<file path="config.mk">
export PLATFORM = sky130hd
export DESIGN_NAME = integer_to_ascii_formatter_core
export DESIGN_NICKNAME = d
export VERILOG_FILES = /design/src/hw/rtl/iaf_pkg.sv /design/src/hw/rtl/iaf_digit_gen.sv /design/src/hw/rtl/iaf_emitter.sv /design/src/hw/rtl/integer_to_ascii_formatter_core.sv
export SDC_FILE = /design/constraint.sdc
export NUM_CORES = 1
export LEC_CHECK = 0
export ABC_CLOCK_PERIOD_IN_PS = 5900
export BUFFER_PORTS_ARGS = -buffer_cell sky130_fd_sc_hd__buf_2
export CAP_MARGIN = 40
export CORE_MARGIN = 2
export CORE_UTILIZATION = 57
export CTS_BUF_LIST = sky130_fd_sc_hd__clkbuf_16
export DETAILED_ROUTE_END_ITERATION = 10
export PLACE_DENSITY = 0.78
export SLEW_MARGIN = 20
export SYNTH_ARGS = -nofsm -noshare
export SYNTH_HDL_FRONTEND = slang
export SYNTH_HIERARCHICAL = 1
export SYNTH_SLANG_ARGS = --single-unit
export TNS_END_PERCENT = 30
</file>
<file path="constraint.sdc">
create_clock -name clk -period 5.9 [get_ports clk]
set_input_delay 0.59 -clock clk [delete_from_list [all_inputs] [get_ports clk]]
set_output_delay 0.59 -clock clk [all_outputs]
set_load 0.02 [all_outputs]
</file>
<file path="src/hw/rtl/iaf_pkg.sv">
// ----------------------------------------------------------------------------
// iaf_pkg: shared types and constants for the integer to ASCII formatter
// Base codes, format options, status groups, ASCII codes and digit mapping.
// ----------------------------------------------------------------------------
package iaf_pkg;

  // number base selected by the mode field
  typedef enum logic [1:0] {
    MODE_DEC = 2'd0,
    MODE_HEX = 2'd1,
    MODE_BIN = 2'd2,
    MODE_OCT = 2'd3
  } base_mode_t;

  // controller states of the top level
  typedef enum logic [1:0] {
    TOP_IDLE,
    TOP_CONV,
    TOP_EMIT
  } top_state_t;

  // digit generator states
  typedef enum logic [1:0] {
    DG_IDLE,
    DG_DABBLE,
    DG_SPLIT
  } dg_state_t;

  // text emitter states
  typedef enum logic [2:0] {
    EM_IDLE,
    EM_SIZE,
    EM_PLAN,
    EM_BOUND,
    EM_RUN
  } em_state_t;

  localparam int DIGITS_MAX  = 64;  // binary digits of a 64-bit magnitude
  localparam int DIGIT_CNT_W = 7;   // holds 0..64
  localparam int BCD_DIGITS  = 20;  // decimal digits of 2^64-1
  localparam int BCD_W       = 4 * BCD_DIGITS;
  localparam int VALUE_W     = 64;
  localparam int TEXT_W      = 8;   // text positions and lengths
  localparam int CHAR_SLOTS  = 8;   // character ports per result
  localparam int SLOT_W      = 3;
  localparam int COUNT_W     = 4;

  localparam logic [7:0] CH_ZERO  = 8'h30;
  localparam logic [7:0] CH_SPACE = 8'h20;
  localparam logic [7:0] CH_MINUS = 8'h2D;
  localparam logic [7:0] CH_PLUS  = 8'h2B;
  localparam logic [7:0] CH_X_LO  = 8'h78;
  localparam logic [7:0] CH_X_UP  = 8'h58;
  localparam logic [7:0] CH_B_LO  = 8'h62;
  localparam logic [7:0] CH_A_UP  = 8'h41;
  localparam logic [7:0] CH_A_LO  = 8'h61;

  // format options held for the duration of one request
  typedef struct packed {
    base_mode_t mode;
    logic       upper_case;
    logic       alt_prefix;
    logic       plus_sign;
    logic       space_sign;
    logic       zero_pad;
    logic       left_align;
    logic [6:0] field_width;
  } fmt_opts_t;

  // digit generator to emitter
  typedef struct packed {
    logic                   done;
    logic                   neg;
    logic [DIGIT_CNT_W-1:0] nd;
  } dg_status_t;

  function automatic logic [7:0] digit_char(input logic [3:0] d, input logic upper);
    logic [7:0] dz;
    dz = {4'h0, d};
    if (d < 4'd10) begin
      digit_char = CH_ZERO + dz;
    end else begin
      digit_char = (upper ? CH_A_UP : CH_A_LO) + dz - 8'd10;
    end
  endfunction

endpackage

</file>
<file path="src/hw/rtl/iaf_digit_gen.sv">
// ----------------------------------------------------------------------------
// iaf_digit_gen: magnitude and digit generation
// Bit-serial binary to BCD (shift and add 3) for decimal, then one digit per
// cycle pushed onto a digit stack, least significant first; pops give MSD first.
// ----------------------------------------------------------------------------
module iaf_digit_gen (
  input  logic                  clk,
  input  logic                  rst,
  input  logic                  load,
  input  logic [63:0]           value,
  input  logic                  is_signed,
  input  logic                  is_wide,
  input  iaf_pkg::base_mode_t   mode,
  input  logic                  pop,
  output iaf_pkg::dg_status_t   status,
  output logic [3:0]            top_digit
);

  iaf_pkg::dg_state_t state, state_next;

  logic [iaf_pkg::VALUE_W-1:0]     mag;
  logic [iaf_pkg::BCD_W-1:0]       bcd;
  logic [6:0]                      steps;
  iaf_pkg::base_mode_t             base;
  logic                            neg;
  logic                            done;
  logic [iaf_pkg::DIGIT_CNT_W-1:0] nd;
  logic [3:0]                      stack [iaf_pkg::DIGITS_MAX];

  logic                        sign_bit;
  logic                        neg_ld;
  logic [iaf_pkg::VALUE_W-1:0] raw;
  logic [iaf_pkg::VALUE_W-1:0] abs_val;
  logic [iaf_pkg::VALUE_W-1:0] mag_ld;
  logic [iaf_pkg::BCD_W-1:0]   bcd_adj;
  logic [3:0]                  digit;
  logic                        rest_zero;
  logic [iaf_pkg::VALUE_W-1:0] mag_split;
  logic                        is_dec;

  // magnitude of the incoming value, narrow values kept in the low half
  assign is_dec   = (mode == iaf_pkg::MODE_DEC);
  assign sign_bit = is_wide ? value[63] : value[31];
  assign neg_ld   = is_signed & sign_bit;
  assign raw      = is_wide ? value : {32'h0, value[31:0]};

  always_comb begin
    abs_val = neg_ld ? (~raw + 64'd1) : raw;
    if (!is_wide) begin
      abs_val[63:32] = 32'h0;
    end
    // decimal narrow: align to the top so only 32 shift steps are needed
    mag_ld = (is_dec && !is_wide) ? {abs_val[31:0], 32'h0} : abs_val;
  end

  // add 3 to every BCD digit of 5 or more
  always_comb begin
    for (int i = 0; i < iaf_pkg::BCD_DIGITS; i++) begin
      bcd_adj[4*i +: 4] = (bcd[4*i +: 4] >= 4'd5) ? (bcd[4*i +: 4] + 4'd3)
                                                  : bcd[4*i +: 4];
    end
  end

  // next digit, least significant first
  always_comb begin
    digit     = 4'h0;
    rest_zero = 1'b1;
    mag_split = mag;
    case (base)
      iaf_pkg::MODE_HEX: begin
        digit     = mag[3:0];
        rest_zero = (mag[63:4] == 60'h0);
        mag_split = mag >> 4;
      end
      iaf_pkg::MODE_OCT: begin
        digit     = {1'b0, mag[2:0]};
        rest_zero = (mag[63:3] == 61'h0);
        mag_split = mag >> 3;
      end
      iaf_pkg::MODE_BIN: begin
        digit     = {3'b000, mag[0]};
        rest_zero = (mag[63:1] == 63'h0);
        mag_split = mag >> 1;
      end
      default: begin
        digit     = bcd[3:0];
        rest_zero = (bcd[iaf_pkg::BCD_W-1:4] == '0);
      end
    endcase
  end

  always_ff @(posedge clk) begin
    if (rst) begin
      state <= iaf_pkg::DG_IDLE;
      done  <= 1'b0;
    end else begin
      state <= state_next;
      done  <= (state == iaf_pkg::DG_SPLIT) && rest_zero;
    end
  end

  always_comb begin
    state_next = state;
    unique case (state)
      iaf_pkg::DG_IDLE: begin
        if (load) begin
          state_next = is_dec ? iaf_pkg::DG_DABBLE : iaf_pkg::DG_SPLIT;
        end
      end
      iaf_pkg::DG_DABBLE: begin
        if (steps == 7'd1) begin
          state_next = iaf_pkg::DG_SPLIT;
        end
      end
      iaf_pkg::DG_SPLIT: begin
        if (rest_zero) begin
          state_next = iaf_pkg::DG_IDLE;
        end
      end
      default: state_next = iaf_pkg::DG_IDLE;
    endcase
  end

  // datapath
  always_ff @(posedge clk) begin
    if (state == iaf_pkg::DG_IDLE && load) begin
      mag   <= mag_ld;
      bcd   <= '0;
      steps <= is_wide ? 7'd64 : 7'd32;
      base  <= mode;
      neg   <= neg_ld;
      nd    <= '0;
    end else if (state == iaf_pkg::DG_DABBLE) begin
      bcd   <= {bcd_adj[iaf_pkg::BCD_W-2:0], mag[63]};
      mag   <= mag << 1;
      steps <= steps - 7'd1;
    end else if (state == iaf_pkg::DG_SPLIT) begin
      mag <= mag_split;
      bcd <= bcd >> 4;
      nd  <= nd + 7'd1;
    end
  end

  // digit stack: push at the split step, pop while the emitter writes digits
  always_ff @(posedge clk) begin
    if (state == iaf_pkg::DG_SPLIT) begin
      stack[0] <= digit;
      for (int i = 1; i < iaf_pkg::DIGITS_MAX; i++) begin
        stack[i] <= stack[i-1];
      end
    end else if (pop) begin
      for (int i = 0; i < iaf_pkg::DIGITS_MAX - 1; i++) begin
        stack[i] <= stack[i+1];
      end
      stack[iaf_pkg::DIGITS_MAX-1] <= 4'h0;
    end
  end

  assign top_digit   = stack[0];
  assign status.done = done;
  assign status.neg  = neg;
  assign status.nd   = nd;

endmodule

</file>
<file path="src/hw/rtl/iaf_emitter.sv">
// ----------------------------------------------------------------------------
// iaf_emitter: text layout and grouping
// Works out field boundaries, then writes one character per cycle into a
// group buffer and presents each full (or final) group for one cycle.
// ----------------------------------------------------------------------------
module iaf_emitter #(
  parameter int MAX_WIDTH        = 127,
  parameter int CHARS_PER_RESULT = 8
) (
  input  logic                         clk,
  input  logic                         rst,
  input  logic                         launch,
  input  iaf_pkg::fmt_opts_t           opts,
  input  iaf_pkg::dg_status_t          dg,
  input  logic [3:0]                   top_digit,
  output logic                         pop,
  output logic                         finished,
  output logic [7:0]                   chars [iaf_pkg::CHAR_SLOTS],
  output logic [iaf_pkg::COUNT_W-1:0]  char_count,
  output logic                         last_group,
  output logic                         strobe
);

  localparam int TW = iaf_pkg::TEXT_W;

  iaf_pkg::em_state_t state, state_next;

  logic [TW-1:0] body, total, lead, b_pre, b_zero, b_dig, b_trail, pos;
  logic [iaf_pkg::SLOT_W-1:0] slot;
  logic [7:0] wbuf [iaf_pkg::CHAR_SLOTS];
  logic [7:0] nbuf [iaf_pkg::CHAR_SLOTS];

  logic          sgnlen;
  logic [1:0]    prelen;
  logic [TW-1:0] width;
  logic [TW-1:0] body0;
  logic [TW-1:0] nd_w;
  logic [7:0]    ch;
  logic [7:0]    sign_ch;
  logic [7:0]    pre2_ch;
  logic          last_char;
  logic          grp_full;
  logic          emit;

  assign nd_w   = {1'b0, dg.nd};
  assign sgnlen = dg.neg | opts.plus_sign | opts.space_sign;
  assign width  = ({1'b0, opts.field_width} > TW'(MAX_WIDTH)) ? TW'(MAX_WIDTH)
                                                              : {1'b0, opts.field_width};

  always_comb begin
    prelen = 2'd0;
    if (opts.alt_prefix) begin
      case (opts.mode) inside
        iaf_pkg::MODE_HEX, iaf_pkg::MODE_BIN: prelen = 2'd2;
        iaf_pkg::MODE_OCT:                    prelen = 2'd1;
        default:                              prelen = 2'd0;
      endcase
    end
  end

  assign body0 = nd_w + TW'(prelen) + TW'(sgnlen);

  assign sign_ch = dg.neg ? iaf_pkg::CH_MINUS
                 : (opts.plus_sign ? iaf_pkg::CH_PLUS : iaf_pkg::CH_SPACE);
  assign pre2_ch = (opts.mode == iaf_pkg::MODE_HEX)
                 ? (opts.upper_case ? iaf_pkg::CH_X_UP : iaf_pkg::CH_X_LO)
                 : iaf_pkg::CH_B_LO;

  // character at the current position
  always_comb begin
    pop = 1'b0;
    if (pos < lead) begin
      ch = iaf_pkg::CH_SPACE;
    end else if (pos < b_pre) begin
      ch = sign_ch;
    end else if (pos < b_zero) begin
      ch = (pos == b_pre) ? iaf_pkg::CH_ZERO : pre2_ch;
    end else if (pos < b_dig) begin
      ch = iaf_pkg::CH_ZERO;
    end else if (pos < b_trail) begin
      ch  = iaf_pkg::digit_char(top_digit, opts.upper_case);
      pop = (state == iaf_pkg::EM_RUN);
    end else begin
      ch = iaf_pkg::CH_SPACE;
    end
  end

  assign emit      = (state == iaf_pkg::EM_RUN);
  assign last_char = (pos == total - TW'(1));
  assign grp_full  = (slot == iaf_pkg::SLOT_W'(CHARS_PER_RESULT - 1));
  assign finished  = emit && last_char;

  always_comb begin
    for (int j = 0; j < iaf_pkg::CHAR_SLOTS; j++) begin
      nbuf[j] = wbuf[j];
    end
    nbuf[slot] = ch;
  end

  always_ff @(posedge clk) begin
    if (rst) begin
      state  <= iaf_pkg::EM_IDLE;
      strobe <= 1'b0;
    end else begin
      state  <= state_next;
      strobe <= emit && (grp_full || last_char);
    end
  end

  always_comb begin
    state_next = state;
    unique case (state)
      iaf_pkg::EM_IDLE:  if (launch) state_next = iaf_pkg::EM_SIZE;
      iaf_pkg::EM_SIZE:  state_next = iaf_pkg::EM_PLAN;
      iaf_pkg::EM_PLAN:  state_next = iaf_pkg::EM_BOUND;
      iaf_pkg::EM_BOUND: state_next = iaf_pkg::EM_RUN;
      iaf_pkg::EM_RUN:   if (last_char) state_next = iaf_pkg::EM_IDLE;
      default:           state_next = iaf_pkg::EM_IDLE;
    endcase
  end

  always_ff @(posedge clk) begin
    unique case (state)
      iaf_pkg::EM_SIZE: begin
        // zero padding widens the body itself
        body <= (opts.zero_pad && (width > body0)) ? width : body0;
      end
      iaf_pkg::EM_PLAN: begin
        total <= (width > body) ? width : body;
        lead  <= (!opts.left_align && (width > body)) ? (width - body) : '0;
      end
      iaf_pkg::EM_BOUND: begin
        b_pre   <= lead + TW'(sgnlen);
        b_zero  <= lead + TW'(sgnlen) + TW'(prelen);
        b_dig   <= lead + body - nd_w;
        b_trail <= lead + body;
        pos     <= '0;
        slot    <= '0;
        for (int j = 0; j < iaf_pkg::CHAR_SLOTS; j++) begin
          wbuf[j] <= 8'h00;
        end
      end
      iaf_pkg::EM_RUN: begin
        pos <= pos + TW'(1);
        if (grp_full || last_char) begin
          for (int j = 0; j < iaf_pkg::CHAR_SLOTS; j++) begin
            chars[j] <= nbuf[j];
            wbuf[j]  <= 8'h00;
          end
          char_count <= {1'b0, slot} + iaf_pkg::COUNT_W'(1);
          last_group <= last_char;
          slot       <= '0;
        end else begin
          for (int j = 0; j < iaf_pkg::CHAR_SLOTS; j++) begin
            wbuf[j] <= nbuf[j];
          end
          slot <= slot + iaf_pkg::SLOT_W'(1);
        end
      end
      default: begin
      end
    endcase
  end

endmodule

</file>
<file path="src/hw/rtl/integer_to_ascii_formatter_core.sv">
// ----------------------------------------------------------------------------
// integer_to_ascii_formatter_core: printf-style integer to ASCII text
// Decimal runs 64 (32 for narrow values) shift steps before splitting digits;
//   hex/octal/binary split digits directly; the emitter then sets up in SIZE, PLAN, BOUND.
// Text leaves at one character per cycle, a result every CHARS_PER_RESULT
//   characters; the digit loop and the character loop set how long a request takes.
// One request at a time; busy drops in the cycle of the final result.
// Synchronous active-high reset returns all controllers to idle, no strobe.
// ----------------------------------------------------------------------------
module integer_to_ascii_formatter_core #(
  parameter int MAX_WIDTH        = 127,
  parameter int CHARS_PER_RESULT = 8
) (
  input  logic        clk,
  input  logic        rst,
  // request side
  input  logic        start,
  output logic        busy,
  input  logic [63:0] value,
  input  logic        is_signed,
  input  logic        is_wide,
  input  logic [1:0]  mode,
  input  logic        upper_case,
  input  logic        alt_prefix,
  input  logic        plus_sign,
  input  logic        space_sign,
  input  logic        zero_pad,
  input  logic        left_align,
  input  logic [6:0]  field_width,
  // result side, one cycle per group, cannot be stalled
  output logic        strobe,
  output logic [7:0]  char0,
  output logic [7:0]  char1,
  output logic [7:0]  char2,
  output logic [7:0]  char3,
  output logic [7:0]  char4,
  output logic [7:0]  char5,
  output logic [7:0]  char6,
  output logic [7:0]  char7,
  output logic [3:0]  char_count,
  output logic        last_group
);

  iaf_pkg::top_state_t state, state_next;
  iaf_pkg::fmt_opts_t  opts;
  iaf_pkg::dg_status_t dg_status;

  logic       accept;
  logic       pop;
  logic       em_finished;
  logic [3:0] top_digit;
  logic [7:0] chars [iaf_pkg::CHAR_SLOTS];

  // a request is taken when start meets an idle block
  assign accept = start && !busy;
  assign busy   = (state != iaf_pkg::TOP_IDLE);

  always_ff @(posedge clk) begin
    if (rst) begin
      state <= iaf_pkg::TOP_IDLE;
    end else begin
      state <= state_next;
    end
  end

  // request controller: convert, then emit text, then back to idle
  always_comb begin
    state_next = state;
    unique case (state)
      iaf_pkg::TOP_IDLE: if (accept)         state_next = iaf_pkg::TOP_CONV;
      iaf_pkg::TOP_CONV: if (dg_status.done) state_next = iaf_pkg::TOP_EMIT;
      iaf_pkg::TOP_EMIT: if (em_finished)    state_next = iaf_pkg::TOP_IDLE;
      default:                               state_next = iaf_pkg::TOP_IDLE;
    endcase
  end

  // format options held for the whole request
  always_ff @(posedge clk) begin
    if (accept) begin
      opts.mode        <= iaf_pkg::base_mode_t'(mode);
      opts.upper_case  <= upper_case;
      opts.alt_prefix  <= alt_prefix;
      opts.plus_sign   <= plus_sign;
      opts.space_sign  <= space_sign;
      opts.zero_pad    <= zero_pad;
      opts.left_align  <= left_align;
      opts.field_width <= field_width;
    end
  end

  // digit generation: magnitude, shift-and-add-3 BCD, digit stack
  iaf_digit_gen u_digit_gen (
    .clk       (clk),
    .rst       (rst),
    .load      (accept),
    .value     (value),
    .is_signed (is_signed),
    .is_wide   (is_wide),
    .mode      (iaf_pkg::base_mode_t'(mode)),
    .pop       (pop),
    .status    (dg_status),
    .top_digit (top_digit)
  );

  // padding, sign, prefix, digits; grouped into results
  iaf_emitter #(
    .MAX_WIDTH        (MAX_WIDTH),
    .CHARS_PER_RESULT (CHARS_PER_RESULT)
  ) u_emitter (
    .clk        (clk),
    .rst        (rst),
    .launch     (dg_status.done),
    .opts       (opts),
    .dg         (dg_status),
    .top_digit  (top_digit),
    .pop        (pop),
    .finished   (em_finished),
    .chars      (chars),
    .char_count (char_count),
    .last_group (last_group),
    .strobe     (strobe)
  );

  assign char0 = chars[0];
  assign char1 = chars[1];
  assign char2 = chars[2];
  assign char3 = chars[3];
  assign char4 = chars[4];
  assign char5 = chars[5];
  assign char6 = chars[6];
  assign char7 = chars[7];

endmodule

</file>
=== Word level (Yosys, flattened, before mapping) ===
Memory sizes are Yosys's and may differ from the RTL's.
Cells that the tools add are included.

* Bits in registers: 321
* RAM bits: 320
* Bits of input ports: 84
* Memories: 2

* Add/sub/neg operators: 37
* $lt $le $gt $ge: 30
* Equality and inequality tests: 26
* Multiplexer cells: 169
* Bitwise operators: 86
* Reductions and logical operators: 34

{| class="wikitable"
|+ Memories
! name !! words !! width !! rd ports !! clocked after Yosys merged registers in !! write ports !! line !! text
|-
| u_digit_gen.stack || 64 || 4 || 64 || 0 || 64 || iaf_digit_gen.sv:28 || <nowiki>logic [3:0] stack [iaf_pkg::DIGITS_MAX];</nowiki>
|-
| u_emitter.wbuf || 8 || 8 || 8 || 0 || 8 || iaf_emitter.sv:30 || <nowiki>logic [7:0] wbuf [iaf_pkg::CHAR_SLOTS];</nowiki>
|}

{| class="wikitable"
|+ Operators by type and width
! kind !! number
|-
| $mux W64 || 6
|-
| $mux W4 || 84
|-
| $mux W8 || 26
|-
| $pmux W64 S3 || 1
|-
| $mux W80 || 2
|-
| $or A1 B1 Y1 || 82
|-
| $ge A4 B3 Y1 const B || 20
|-
| $add A4 B2 Y4 const B || 19
|-
| $logic_not A76 Y1 || 1
|-
| $add A64 B1 Y64 const B || 1
|-
| $bwmux W64 || 1
|-
| $not A64 Y64 || 1
|-
| $logic_not A63 Y1 || 1
|-
| $logic_not A61 Y1 || 1
|-
| $logic_not A60 Y1 || 1
|-
| $lt A8 B8 Y1 || 5
|-
| $mux W7 || 5
|-
| $mux W32 || 1
|-
| $demux W8 S3 || 1
|-
| $mux W1 || 20
|-
| $mux W2 || 9
|-
| $add A8 B1 Y8 || 2
|-
| $eq A8 B8 Y1 || 2
|-
| $gt A7 B8 Y1 || 2
|-
| 48 further kinds || 88
|}

=== Logic depth before layout (Yosys ltp) ===
Gate-level depths: netlist of run 1.

* Depth in word-level cells: 11
* Mapped depth: 15
* Mapped depth without buffers: 14

=== Cells and area by module ===
Netlist of run 1, hierarchy kept.

{| class="wikitable"
|+ Modules (own cells, without submodules)
! module !! instances !! cells each !! area an instance (sq um) !! seq. area each (sq um)
|-
| iaf_digit_gen || 1 || 2524 || 24197.0 || 11711.2
|-
| iaf_emitter || 1 || 918 || 10654.0 || 6005.8
|-
| integer_to_ascii_formatter_core || 1 || 25 || 543.0 || 490.5
|}

=== Worst setup path before layout of run 1 ===
No wires, ideal clock.

* Path kind: register -> register
* Start: reg u_emitter.pos[1]
* End: mem u_digit_gen.stack[0][0], enable pin
* Arrival: 5.016 ns
* Setup slack: 0.373 ns
* Cell stages (with the launch flop): 9
* Buffers on the path: 0
* Cell sequence: edfxtp_1 ha_1 nor2b_1 o211ai_1 a21oi_1 nor2_2 nor2_1 and3_1 or2_2

{| class="wikitable"
|+ RTL lines
! what !! line !! text
|-
| start: declaration || iaf_emitter.sv:28 || <nowiki>logic [TW-1:0] body, total, lead, b_pre, b_zero, b_dig, b_trail, pos;</nowiki>
|-
| start signal: assignment || iaf_emitter.sv:144 || <nowiki>pos <= pos + TW'(1);</nowiki>
|-
| end: declaration || iaf_digit_gen.sv:28 ||
|}

==> results of run 1 <==
layer usage:
| metal | global-route usage [%] | vias up |
|---|---|---|
| met4 | 9.99 | 0 |
| li1 | - | 12800 |
| met2 | 40.1 | 1001 |
| met3 | 3.53 | 181 |
| met1 | 36.4 | 12700 |
| met5 | 0 | - |
worst max-delay path, stage by stage, from the launching register on:
cell	delay, ps
edfxtp_1	610
ha_1	400
a21o_1	120
a31oi_1	30
o21ai_0	180
a31oi_1	100
buf_4	190
nor2_1	440
and3_1	430
nor2b_4	720
buf_4	560
nand2_1	130
nand2_1	90
metrics by stage:
stage               utilization, %  setup WS [ps]  cell area (um2)  hold slack [ps]
global route                  63.8           1430            39300              126
detailed placement            60.1           1770            37000              448
floorplan                        -            373            35400              417
finish                        63.8           1700            39300              143
CTS                           63.7           1730            39200              116
global placement              59.7           1850            36800              437
cells in the final DEF, fill, tap and decap left out, drive strengths merged, types with 9 or more instances in the layout:
| cell type | count |
|---|---|
| ha | 141 |
| or3 | 34 |
| o22ai | 28 |
| or4 | 16 |
| a21oi | 232 |
| clkinv | 30 |
| a21o | 15 |
| edfxtp | 537 |
| nor3b | 11 |
| dfxtp | 104 |
| inv | 171 |
| o21a | 27 |
| xor2 | 41 |
| nand3 | 86 |
| nand2 | 569 |
| o21ai | 144 |
| and4 | 9 |
| mux2 | 124 |
| buf | 204 |
| a211oi | 119 |
| o31ai | 13 |
| nor2 | 282 |
| nand2b | 57 |
| and3 | 12 |
| nor4 | 61 |
| nor2b | 10 |
| and2 | 37 |
| nand4 | 28 |
| o41ai | 10 |
| clkbuf | 71 |
| nor3 | 32 |
| xnor2 | 81 |
| mux2i | 118 |
| a31oi | 37 |
final timing paths:
kind              slack [ps]                       to             start  cells past startpoint
setup reg to reg        1700  u_digit_gen/stack[2][3]  u_emitter/pos[2]                     12
hold reg to reg          450                 state[0]          state[1]                      1
hold / removal           140                 opts[12]        upper_case                      1
setup / recovery        1700  u_digit_gen/stack[2][3]  u_emitter/pos[2]                     12
cell type report:
type                    count  share of cell area, %
diodes                      2                 0.0127
clock buffers              70                   4.45
clock inverters            53                   1.12
inverters                 155                   1.49
multi-input cells        2487                   40.4
flip-flops and latches    641                   46.3
well taps                 837                   2.66
repair buffers            205                   3.53
registers in the layout (all words and copies together) (netlist names), 4 cells and up:
| name | cells |
|---|---|
| u_emitter/b_dig | 8 |
| u_emitter/chars | 64 |
| u_digit_gen/nd | 7 |
| opts | 15 |
| u_emitter/body | 8 |
| u_emitter/b_pre | 8 |
| u_emitter/wbuf | 64 |
| u_digit_gen/stack | 256 |
| u_digit_gen/steps | 7 |
| u_emitter/char_count | 4 |
| u_emitter/pos | 8 |
| u_emitter/b_zero | 8 |
| u_digit_gen/mag | 64 |
| u_emitter/lead | 8 |
| u_emitter/total | 8 |
| u_emitter/b_trail | 8 |
| u_digit_gen/bcd | 80 |
cell families after synthesis:
logic type,share of synthesized area [%]
buf+inv,3.86
fa+ha+maj,5.32
compound gates,12.3
mux,7.28
simple gates,16.7
xor+xnor,3.02
flops,51.4
power by group through the flow:
stage | Sequential, uW | Clock (uW) | Combinational (uW)
floorplan | 7280 | 0 | 3570
global placement | 7510 | 0 | 4370
detailed placement | 7520 | 0 | 4610
CTS | 7440 | 4320 | 4630
global route | 7610 | 4480 | 5210
finish | 7460 | 4240 | 4660
==> flow_summary.json, run 1 <==
{
  "slew_viol_final": 0,
  "combPwrFrac_pct": 28.5,
  "fin_nets": 3789,
  "ys_seq_area_share_pct": 51.4,
  "syn_area_per_cell_um2": 10.2,
  "p_sw_share_pct": 32.9,
  "crit_arrival_ps": 4670,
  "drt_iter0_markers": 2450,
  "power_density_nw_per_um2": 416,
  "period_needed_ps": 4200,
  "clockBufferDepth": 3,
  "p_sw_uw": 5380,
  "clk_latency_ps": 620,
  "grt_first_pass_wirelength_um": 132000,
  "wl_met3_um": 5360,
  "nFillCells": 4773,
  "worst_ir_drop_vdd_uv": 297,
  "areaGrowthSynthToFinish_pct": 11.1,
  "die_h_um": 253,
  "cts.sinks": 641,
  "core_area_um2": 61600,
  "synth.most_common_cell": "nand2_1",
  "yosys_register_bits": 641,
  "syn_inst": 3467,
  "async_flop_share_pct": 0,
  "cp.required_ps": 6380,
  "p_int_uw": 11000,
  "final_cells": 4450,
  "synth.top_cell.area_share_pct": 45.6,
  "synth_cell_types": 86,
  "max_freq_mhz": 238,
  "clkPwrFrac_pct": 25.9,
  "vias": 26700,
  "relSlewSlack_pct": 41.3,
  "drtAntennaViolNets": 0,
  "dpl.hpwl_um": 56500,
  "synth.net_count": 3698,
  "top_level_ports": 155,
  "synth_warnings": 6,
  "grt_overflow": 0,
  "highest_layer": "met4",
  "synth_area_leader_cell": "edfxtp_1",
  "synth_edf_count": 537,
  "wl_per_cell_um": 18.7,
  "cp_max_fo": 51,
  "die_w_um": 253,
  "grt_antenna_before_repair": 1,
  "post_cts_resized": 0,
  "outcome": "complete, no violations",
  "hold_viol": 0,
  "seqCellArea_um2": 18200,
  "root_buffer": "clkbuf_16",
  "p_total_uw": 16400,
  "synthTopCellsByCount": "nand2_1 (569), edfxtp_1 (537), nor2_1 (281), a21oi_1 (231), inv_1 (148)",
  "tightest_slew_ps": 873,
  "rsz0062_at_grt": "no",
  "seq_power_share_pct": 45.6,
  "clk_pin_slew_ps": 70,
  "crit_path_start_kind": "flip-flop",
  "tns_ps": 0,
  "setup_viol": 0,
  "met1_length_um": 36900,
  "dieArea_um2": 64100,
  "worstHoldPathType": "in2reg",
  "syn_area_um2": 35400,
  "yosys-top-cells-area": "edfxtp_1 (46%), nand2_1 (6.0%), dfxtp_1 (5.9%)",
  "fin_skew_ps": 26.6,
  "routed_wl_um": 83200,
  "grt_pass1_vias": 25000,
  "post_cts_buffers": 0,
  "cts_made_buffers": 68,
  "grt_start_max_net_pins": 96,
  "drive_gt1_share_pct": 12.8,
  "cts_hold_buf": 0,
  "leakagePower_uw": 0.0147,
  "cts_tree": "built",
  "start_util_pct": 57.5,
  "io_buffer_count": 154,
  "multi_input_area_um2": 15900,
  "layout_worst_path_cycle_share_pct": 71.2,
  "worst-setup-path-type": "reg2reg",
  "drc_errors": 0,
  "dr_wl_met2_um": 38100,
  "endpoint_kind": "flip-flop",
  "dr.pass1.iters": 5,
  "htree_levels": 3,
  "dp.cells": 4318,
  "place.gp.congestion": 0.972,
  "rows": 91,
  "synth_ff_type": "edfxtp_1",
  "cap_violations": 0,
  "grt_util_all_layers_pct": 25.6,
  "vias_per_cell": 5.99
}
(Power assumes the default switching activity.)
==> run 2: changes to the inputs <==
--- a/config.mk
+++ b/config.mk
@@ -5,7 +5,7 @@
 export SDC_FILE = /design/constraint.sdc
 export NUM_CORES = 1
 export LEC_CHECK = 0
-export ABC_CLOCK_PERIOD_IN_PS = 5900
+export ABC_CLOCK_PERIOD_IN_PS = 3440
 export BUFFER_PORTS_ARGS = -buffer_cell sky130_fd_sc_hd__buf_2
 export CAP_MARGIN = 40
 export CORE_MARGIN = 2
==> constraint.sdc (replaced) <==
create_clock -name clk -period 3.44 [get_ports clk]
set_input_delay 0.344 -clock clk [delete_from_list [all_inputs] [get_ports clk]]
set_output_delay 0.344 -clock clk [all_outputs]
set_load 0.02 [all_outputs]
==> flow_summary.json, run 2 (same netlist as run 1, synthesis figures left out) <==
{
  "outcome": "complete, no violations",
  "clockBufferDepth": 3,
  "tns_ps": 0,
  "place.gp.congestion": 0.955,
  "layout_common_cells": "nand2_1 (567), edfxtp_1 (537), nor2_1 (279)",
  "vias": 26800,
  "nFillCells": 4757,
  "wl_per_cell_um": 18.3,
  "place_area_um2": 37400,
  "crit_path_start_kind": "flip-flop",
  "combPwrFrac_pct": 28.4,
  "layout_worst_path_cycle_share_pct": 99.8,
  "die_h_um": 253,
  "leakagePower_uw": 0.0150,
  "relSlewSlack_pct": 43.4,
  "setup_viol": 0,
  "tightest_slew_ps": 842,
  "top_level_ports": 155,
  "mostFrequentLayoutCell": "nand2_1",
  "worst-setup-path-type": "reg2reg",
  "seq_power_share_pct": 45.5,
  "dp.cells": 4359,
  "grt_pass1_vias": 25100,
  "top_register": "u_digit_gen/stack",
  "dieArea_um2": 64100,
  "period_needed_ps": 3430,
  "max_freq_mhz": 291,
  "cp.required_ps": 3790,
  "p_sw_uw": 9240,
  "routed_wl_um": 82200,
  "vias_per_cell": 5.94,
  "areaGrowthSynthToFinish_pct": 12.7,
  "rsz0062_at_grt": "yes",
  "cts_made_buffers": 70,
  "cp_max_fo": 3,
  "place_worst_setup_slack_ps": -167,
  "dpl.hpwl_um": 56000,
  "clk_pin_slew_ps": 60,
  "slew_viol_final": 0,
  "grt_start_max_net_pins": 103,
  "clk_latency_ps": 620,
  "largest_register_ffs": 256,
  "grt_util_all_layers_pct": 25.4,
  "p_int_uw": 18900,
  "cts.sinks": 641,
  "reg_top3": "u_digit_gen/stack: 256 flops, u_digit_gen/bcd: 80 flops",
  "critical_path.cell_chain": "ha_2 -> and2_4 -> fa_2 -> inv_2 -> fa_2 -> or3_4 -> buf_4 -> xnor2_2 -> ha_1 -> nand3_2 -> o21ai_2 -> or3b_4 -> mux2_2",
  "endpoint_kind": "flip-flop",
  "grt_antenna_before_repair": 3,
  "rows": 91,
  "power_density_nw_per_um2": 706,
  "cts_tree": "built",
  "hold_viol": 0,
  "grt_overflow": 0,
  "worst_slack_ps": 8.03,
  "final_cells": 4506,
  "grt_first_pass_wirelength_um": 132000,
  "whs_ps": 40.5,
  "drt_iter0_markers": 2407,
  "cap_violations": 0,
  "critPathMostFrequentCell": "fa_2",
  "fin_skew_ps": 31.2,
  "drc_errors": 0,
  "htree_levels": 3,
  "root_buffer": "clkbuf_16",
  "crit_arrival_ps": 3780,
  "drive_gt1_share_pct": 14.2,
  "slowest_stage": "or3b_4",
  "max_stage_delay_ps": 430,
  "drtAntennaViolNets": 0,
  "worstHoldPathType": "in2reg",
  "finalInstanceArea_um2": 39900,
  "fin_nets": 3842,
  "start_util_pct": 57.5,
  "p_sw_share_pct": 32.9,
  "worst_ir_drop_vdd_uv": 561,
  "clkPwrFrac_pct": 26.1,
  "io_buffer_count": 154,
  "die_w_um": 253,
  "dr.pass1.iters": 6,
  "core_area_um2": 61600
}
-- run 2: changes by cell type in the layout (fill, tap and decap cells not counted), sizes merged --
| cell | delta |
|---|---|
| inv | +3 |
| clkbuf | +1 |
| buf | +37 |
| clkinvlp | +1 |
| dlygate4sd3 | +13 |
| clkinv | +1 |
-- run 2: layout make-up --
type | count | area, um2 | area share (%)
diodes | 2 | 5.00 | 0.0125
multi-input cells | 2487 | 16000 | 40.1
well taps | 837 | 1050 | 2.63
repair buffers | 256 | 1800 | 4.51
clock buffers | 70 | 1750 | 4.39
clock inverters | 58 | 494 | 1.24
flip-flops and latches | 641 | 18200 | 45.7
inverters | 155 | 584 | 1.47
-- run 2: stage by stage --
step | utilization, % | power, uW
finish | 64.7 | 28100
CTS | 64.6 | 28200
floorplan | - | 18500
global route | 64.7 | 29800
detailed placement | 60.7 | 20800
global placement | 60.7 | 20500
-- run 2: path summary, 6_finish.rpt --
path / start / cells past startpoint / endpoint / slack (ps)
setup / recovery: opts[13] / 13 / u_emitter/body[0] / 8
hold / removal: start / 3 / state[0] / 40
setup reg to reg: opts[13] / 13 / u_emitter/body[0] / 8
hold reg to reg: state[1] / 1 / state[0] / 450
-- run 2: timing repair --
| action | CTS | global route |
|---|---|---|
| pin swaps | 1 | 6 |
| setup endpoints to repair | 7 | 8 |
| gates resized for setup | 7 | 13 |
| hold buffers | 13 | 0 |
| endpoints found under the hold margin | 13 | 0 |
| buffers inserted | 0 | 1 |
-- run 2: power groups by stage --
stage,Sequential (uW),Clock (uW),Combinational (uW)
5_1_grt,13100,7800,8920
3_5_place_dp,12900,0,7860
2_1_floorplan,12400,0,6120
4_1_cts,12800,7520,7930
6_report,12800,7350,7980
3_3_place_gp,12900,0,7630
-- run 2: metal layers --
metal  up-vias  share of wire, %  global-route usage (%)
met1     12700                44                    36.6
met4         0               2.9                    9.06
met3       154               7.1                    3.51
met5         -                 0                       0
li1      12900                 -                       -
met2      1010                46                    39.6
-- run 2: worst max-delay path: cells and delay by family, from the launching register on --
family | cells | cell delay, ps
buffers and inverters | 2 | 190
and+or+nand+nor | 4 | 1010
AOI/OAI and AO/OA | 1 | 120
DFF | 1 | 360
adders and majority gates | 4 | 1060
xor gates and xnor gates | 1 | 140
muxes | 1 | 280
